===== config.mk =====
export PLATFORM = sky130hd
export DESIGN_NAME = mngc_gate_alu
export DESIGN_NICKNAME = d
export VERILOG_FILES = /design/src/hdl/mngc_pkg.sv /design/src/hdl/mngc_gate_alu.sv
export SDC_FILE = /design/constraint.sdc
export NUM_CORES = 1
export LEC_CHECK = 0
export CORE_MARGIN = 1.5
export CORE_UTILIZATION = 30
export DETAILED_ROUTE_END_ITERATION = 8
export DONT_BUFFER_PORTS = 1
export GPL_ROUTABILITY_DRIVEN = 0
export GPL_TIMING_DRIVEN = 0
export SYNTH_ARGS = -nofsm -noshare
export SYNTH_HDL_FRONTEND = slang
export SYNTH_SLANG_ARGS = --single-unit
export TNS_END_PERCENT = 30

===== constraint.sdc =====
create_clock -name vclk -period 1.93
set_input_delay 0.0965 -clock vclk [all_inputs]
set_output_delay 0.0965 -clock vclk [all_outputs]
set_load 0.03 [all_outputs]

===== src/hdl/mngc_pkg.sv =====
`default_nettype none
// ----------------------------------------------------------------------------
// mngc_pkg
// Shared types and constants of the MIDI note to gate converter: the layout
// of one stored gate entry, the decoded sweep operation and register codes.
// ----------------------------------------------------------------------------
package mngc_pkg;

    localparam int GATE_COUNT_DEF    = 16;
    localparam int CHANNEL_COUNT_DEF = 16;

    localparam int CFG_INDEX_W = 3;
    localparam int CFG_DATA_W  = 32;

    // Configuration register indexes.
    localparam logic [CFG_INDEX_W-1:0] REG_NOTE_MAP_0_3   = 3'd0;
    localparam logic [CFG_INDEX_W-1:0] REG_NOTE_MAP_4_7   = 3'd1;
    localparam logic [CFG_INDEX_W-1:0] REG_NOTE_MAP_8_11  = 3'd2;
    localparam logic [CFG_INDEX_W-1:0] REG_NOTE_MAP_12_15 = 3'd3;
    localparam logic [CFG_INDEX_W-1:0] REG_VELOCITY_MODE  = 3'd4;
    localparam logic [CFG_INDEX_W-1:0] REG_MPE_MODE       = 3'd5;
    localparam logic [CFG_INDEX_W-1:0] REG_TRIG_MODE      = 3'd6;
    localparam logic [CFG_INDEX_W-1:0] REG_PULSE_TICKS    = 3'd7;

    // Register reset values.
    localparam logic [31:0] NOTE_MAP_0_3_RST   = 32'd858927408;
    localparam logic [31:0] NOTE_MAP_4_7_RST   = 32'd791555372;
    localparam logic [31:0] NOTE_MAP_8_11_RST  = 32'd724183336;
    localparam logic [31:0] NOTE_MAP_12_15_RST = 32'd656811300;
    localparam logic [15:0] PULSE_TICKS_RST    = 16'd48;

    // Velocity modes.
    localparam logic [1:0] VM_FIXED    = 2'd0;
    localparam logic [1:0] VM_NOTE_VEL = 2'd1;
    localparam logic [1:0] VM_PRESSURE = 2'd2;

    // MIDI message kinds (high nibble of the status byte).
    localparam logic [3:0] KIND_NOTE_OFF    = 4'h8;
    localparam logic [3:0] KIND_NOTE_ON     = 4'h9;
    localparam logic [3:0] KIND_AFTERTOUCH  = 4'hA;
    localparam logic [3:0] KIND_PRESSURE    = 4'hD;

    localparam logic [6:0] LEVEL_FULL = 7'h7f;

    typedef enum logic [2:0] {
        OP_NONE,
        OP_NOTE_ON,
        OP_NOTE_OFF,
        OP_AFTERTOUCH,
        OP_PRESSURE,
        OP_TICK
    } op_code_t;

    // One decoded item, applied to every gate of one channel.
    typedef struct packed {
        op_code_t   code;
        logic [6:0] note;
        logic [6:0] value;
    } sweep_op_t;

    // Mode registers the gate unit needs.
    typedef struct packed {
        logic [1:0]  velocity_mode;
        logic        trig_mode;
        logic [15:0] pulse_ticks;
    } gate_cfg_t;

    // One stored gate of one channel.
    typedef struct packed {
        logic        open;
        logic [6:0]  vel;
        logic [15:0] pulse;
    } entry_t;

    localparam entry_t ENTRY_RESET = '{open: 1'b0, vel: 7'h7f, pulse: 16'd0};

endpackage : mngc_pkg
`default_nettype wire


===== src/hdl/mngc_gate_alu.sv =====
`default_nettype none
// ----------------------------------------------------------------------------
// mngc_gate_alu
// Shared update unit: applies one decoded operation to one gate entry and
// produces the new entry and the level reported on a tick.
// ----------------------------------------------------------------------------
module mngc_gate_alu (
    input  mngc_pkg::sweep_op_t op,
    input  mngc_pkg::gate_cfg_t cfg,
    input  logic [7:0]          learned,
    input  mngc_pkg::entry_t    entry_in,
    output mngc_pkg::entry_t    entry_out,
    output logic [6:0]          level
);
    import mngc_pkg::*;

    logic match;
    logic pulse_nz;
    logic high;

    // A learned byte above 127 never matches any note.
    assign match    = (learned[7] == 1'b0) && (learned[6:0] == op.note);
    assign pulse_nz = (entry_in.pulse != 16'd0);

    always_comb
    begin
        entry_out = entry_in;
        high      = 1'b0;
        unique case (op.code)
            OP_NOTE_ON:
            begin
                if (match)
                begin
                    entry_out.open = 1'b1;
                    if (cfg.velocity_mode == VM_NOTE_VEL)
                        entry_out.vel = op.value;
                    entry_out.pulse = cfg.pulse_ticks;
                end
            end
            OP_NOTE_OFF:
            begin
                if (match)
                    entry_out.open = 1'b0;
            end
            OP_AFTERTOUCH:
            begin
                if (match && (cfg.velocity_mode == VM_PRESSURE))
                    entry_out.vel = op.value;
            end
            OP_PRESSURE:
            begin
                if (cfg.velocity_mode == VM_PRESSURE)
                    entry_out.vel = op.value;
            end
            OP_TICK:
            begin
                if (pulse_nz)
                    entry_out.pulse = entry_in.pulse - 16'd1;
                high = pulse_nz || (!cfg.trig_mode && entry_in.open);
            end
            default:
            begin
                entry_out = entry_in;
            end
        endcase
    end

    assign level = !high ? 7'd0
                 : (cfg.velocity_mode == VM_FIXED) ? LEVEL_FULL : entry_in.vel;

endmodule : mngc_gate_alu
`default_nettype wire


==> flow_summary.toml, run 1 <==
[outcome]
outcome = "complete, no violations"

[setup_path]
worst-path-max-fanout = 10
worstPathArrival_ns = 1.78
criticalPathCategory = "input pin to primary output"
max_stage_delay_ns = 0.54
crit_required_ns = 1.83
startpoint_type = "input pin"
critPathSlowestCell = "a211oi_2"
crit_buf_inv = 3
crit_top_cell = "buf_4"
cp-end-kind = "primary output"
crit_chain = "clkbuf_2 > nor4_4 > buf_4 > buf_4 > nand4_4 > nor4b_2 > a211oi_2"
crit_family = "simple AND/OR/NAND/NOR gates"

[sta]
finalCriticalPeriod_ns = 1.88
rsz0062_at_grt = "yes"
finalSetupViolCount = 0
max_freq_mhz = 533
finalHoldViolCount = 0
slew_violations = 0
worst_pin_slew_ns = 1.14
slew_headroom = 0.242
final_min_period_over_clock_period = 0.972

[cells_and_area]
final_cell_mix = "nor2_1, nand3_1, o22ai_1, nand2_1"
nNetsFinal = 263
syn_to_final_growth_pct = 18.7
fin_cells = 243
diodes = 0
drive_gt1_frac = 0.225
register_area_um2 = 0
clockBufferCount = 0
layout.cells.most_common = "nor2_1"
seq_cell_count = 0

[synthesis]
synth_top_area_share = 0.0599
ys.warnings.count = 0
synth_area_leader_cell = "mux2i_1"
syn-num-nets = 257
ys_types = 53
seq_area_frac_synth = 0
synth_area_leaders = "mux2i_1, mux2_1, a211oi_2"
avgSynthCellArea_um2 = 7.15
syn_inst = 187
syn-cell-area_mm2 = 0.00134

[power_and_ir_drop]
pwr_density_cell_mw_per_mm2 = 219
finalPower_mw = 0.347
leakage_nw = 0.519
peakVddDrop_uv = 78.5

[min_path]
min_to = "entry_out[3]"
hp-class = "input pin to primary output"
min_from = "entry_in[3]"
holdPathStages = 1

[global_route]
grtUsageTotal = 0.185
grt_overflow_total = 0
grt_max_degree = 11
antenna_found_initial = 0
grt_pass1_vias = 1485
grt_pass1_wl_um = 7550

[floorplanning]
initial_utilization = 0.309
fp-row-count = 24
die_w_um = 69.7
die-height_um = 69.7
core-area_mm2 = 0.00432
pin_count = 99
die-area_mm2 = 0.00486

[route]
dr.pass1.iters = 4
wl_per_cell_um = 19.7
drc = 0
routed_wl_um = 4780
vias = 1523
ant_nets = 0
avgViaCountPerCell = 6.27
drtIter0Drc = 81

[flow_run]
drv_cap = 0

[place]
hpwl_um = 3490
io_buffers = 0
dp_cells = 239

[cts]
ctsHoldBuffers = 0
==> layout make-up <==
class,count,area [µm²]
Fill cell,498,2740
Multi-Input combinational cell,167,1390
Buffer,16,87.6
Tap cell,52,65.1
Timing Repair Buffer,4,30.0
Inverter,4,15.0
==> metal layers <==
layer	global-route usage	part of all wire	up-vias
met2	0.327	0.51	80
met3	0.0407	0.084	0
met1	0.237	0.41	720
li1	-	-	723
met4	0.0214	0	0
met5	0	0	-
==> Yosys cell counts (3+ instances only) <==
master,n
a21oi_1,9
inv_1,4
nand2_1,9
a211oi_1,4
nor2b_1,3
or3_1,3
o21a_1,7
clkbuf_1,10
nor4b_1,3
a211oi_2,6
xor2_1,7
nand3_1,13
nor4_4,3
nand2b_1,7
nor3_1,4
nand3b_1,3
nor2_1,17
mux2i_1,8
o31ai_1,3
mux2_1,7
o22ai_1,11
nor3b_1,3
o21ai_0,4
==> worst max-delay path by stage <==
stage	start	endpoint	slack, ns	cells after the start
floorplan	op[13]	entry_out[2]	-0.09	6
finish	entry_in[2]	entry_out[3]	0.05	7
global route	op[16]	entry_out[7]	-0.05	4
CTS	op[8]	entry_out[15]	0.002	7
detailed placement	entry_in[1]	entry_out[3]	-0.46	6
global placement	entry_in[1]	entry_out[3]	-0.46	6
==> power breakdown <==
part | total (mW) | internal (mW) | leakage, nW | switching, mW
combinational | 0.347 | 0.110 | 0.519 | 0.237
sequential | 0 | 0 | 0 | 0
clock | 0 | 0 | 0 | 0
==> cells by family after synthesis <==
family	after synthesis	synth area share
AND/OR/NAND/NOR	86	0.421
AO/OA/AOI/OAI	56	0.314
buffers and inverters	20	0.0730
multiplexers	16	0.127
XOR/XNOR	7	0.0459
adder cells (fa/ha/maj)	2	0.0187
==> repair_timing <==
item                       in CTS  in global routing
setup endpoints to repair      17                 13
resized for setup              18                 11
pin swaps                       5                  7
buffers inserted                2                  2
==> metrics by stage <==
stage | utilization | cell area (µm²) | worst slack [ns] | TNS (ns) | hold slack [ns]
final | 0.367 | 1590 | 0.0538 | 0 | 0.333
after global routing | 0.367 | 1590 | -0.0490 | -0.103 | 0.335
after CTS | 0.356 | 1540 | 0.00217 | 0 | 0.332
after detailed placement | 0.325 | 1410 | -0.463 | -2.87 | 0.384
after global placement | 0.325 | 1410 | -0.463 | -2.86 | 0.386
after floorplan | - | 1340 | -0.0883 | -0.245 | 0.370
Note: power is estimated with default switching activity, not from simulation.
==> run 2: changes to the inputs <==
--- a/config.mk
+++ b/config.mk
@@ -5,10 +5,10 @@
 export SDC_FILE = /design/constraint.sdc
 export NUM_CORES = 1
 export LEC_CHECK = 0
+export BUFFER_PORTS_ARGS = -buffer_cell sky130_fd_sc_hd__buf_4
 export CORE_MARGIN = 1.5
 export CORE_UTILIZATION = 30
 export DETAILED_ROUTE_END_ITERATION = 8
-export DONT_BUFFER_PORTS = 1
 export GPL_ROUTABILITY_DRIVEN = 0
 export GPL_TIMING_DRIVEN = 0
 export SYNTH_ARGS = -nofsm -noshare
==> flow_summary.toml, run 2 (same netlist as run 1, synthesis figures left out) <==
[floorplanning]
fp-row-count = 24
initial_utilization = 0.309
die-area_mm2 = 0.00486
pin_count = 99
die_w_um = 69.7
core-area_mm2 = 0.00432
die-height_um = 69.7

[sta]
slew_violations = 0
holdWs_ns = 0.528
worst_pin_slew_ns = 0.628
finalSetupViolCount = 0
finalCriticalPeriod_ns = 1.90
max_freq_mhz = 526
rsz0062_at_grt = "yes"
finalHoldViolCount = 0
final_min_period_over_clock_period = 0.985
slew_headroom = 0.581

[power_and_ir_drop]
finalPower_mw = 0.529
peakVddDrop_uv = 124
pwr_density_cell_mw_per_mm2 = 220
leakage_nw = 1.06

[cells_and_area]
utilization = 0.557
nNetsFinal = 373
drive_gt1_frac = 0.512
nFillCells = 445
clockBufferCount = 0
syn_to_final_growth_pct = 80.1
register_area_um2 = 0
diodes = 0
seq_cell_count = 0
final_cell_mix = "buf_4, nor2_1, nand3_1, o22ai_1"
layout.cells.most_common = "buf_4"

[route]
routed_wl_um = 5400
wl_per_cell_um = 15.3
dr.pass1.iters = 4
ant_nets = 0
avgViaCountPerCell = 5.38
drc = 0
drtIter0Drc = 70
vias = 1900

[min_path]
hp-class = "input pin to primary output"
min_from = "op[5]"
holdPathStages = 3
min_to = "entry_out[21]"

[global_route]
grt_max_degree = 11
grt_pass1_vias = 1883
grt_overflow_total = 0
antenna_found_initial = 0
grt_pass1_wl_um = 8560
grtUsageTotal = 0.206

[flow_run]
drv_cap = 0

[place]
hpwl_um = 3950
io_buffers = 95

[outcome]
outcome = "complete, no violations"

[setup_path]
worst-path-max-fanout = 5
worstPathArrival_ns = 1.80
crit_required_ns = 1.83
startpoint_type = "input pin"
cp-end-kind = "primary output"
criticalPathCategory = "input pin to primary output"
-- run 2: cell count changes in the layout (fill, tap and decap cells not counted), moves of 3 or more --
cell	change
a211oi_2	+6
a211oi_4	-8
buf_4	+106
buf_6	+3
nor4_2	-3
nor4_4	+3
-- run 2: timing repair --
item | CTS | global route
gates resized for setup | 8 | 27
pin swaps | 4 | 5
hold buffers | 0 | 0
buffers inserted | 11 | 8
setup endpoints to repair | 31 | 29
-- run 2: worst max path at each step --
stage,endpoint,depth (start not counted),slack (ns),from
2_1_floorplan,entry_out[2],6,-0.09,op[13]
3_3_place_gp,entry_out[7],10,-0.23,entry_in[1]
3_5_place_dp,entry_out[13],9,-0.23,op[13]
4_1_cts,entry_out[7],10,0.01,entry_in[1]
5_1_grt,entry_out[10],11,-0.05,entry_in[1]
6_report,entry_out[10],11,0.03,entry_in[0]
-- run 2: final cells by class --
| cell class | instances | area [µm²] | area share |
|---|---|---|---|
| tap | 52 | 65.1 | 0.0270 |
| buffer | 16 | 101 | 0.0421 |
| multi-input combinational | 167 | 1360 | 0.563 |
| timing repair buffer | 114 | 863 | 0.359 |
| inverter | 4 | 22.5 | 0.00936 |
-- run 2: metrics by stage --
step                      setup TNS [ns]  setup slack, ns  std cells  cell area, µm²
after floorplan                   -0.245          -0.0883        187            1340
after global placement             -2.86           -0.232        334            2120
after detailed placement           -3.29           -0.225        334            2120
after CTS                              0           0.0145        345            2230
after global routing              -0.151          -0.0549        353            2410
final                                  0           0.0298        353            2410
-- run 2: power by group --
| part | switching [mW] | leakage (nW) | internal, mW |
|---|---|---|---|
| clock network | 0 | 0 | 0 |
| registers | 0 | 0 | 0 |
| logic | 0.287 | 1.06 | 0.242 |
-- run 2: critical path: stages --
cell	delay, ns
buf_6	0.11
inv_6	0.06
ha_4	0.12
nor4b_4	0.36
and3b_1	0.24
buf_6	0.12
buf_4	0.12
nor4_4	0.04
mux2i_1	0.12
a211oi_2	0.22
buf_4	0.19
-- run 2: metal layers --
| layer | track usage | up-vias | part of all wire |
|---|---|---|---|
| li1 | - | 956 | - |
| met1 | 0.264 | 879 | 0.43 |
| met2 | 0.382 | 63 | 0.51 |
| met3 | 0.0203 | 2 | 0.052 |
| met4 | 0.0214 | 0 | 0.0041 |
| met5 | 0 | - | 0 |
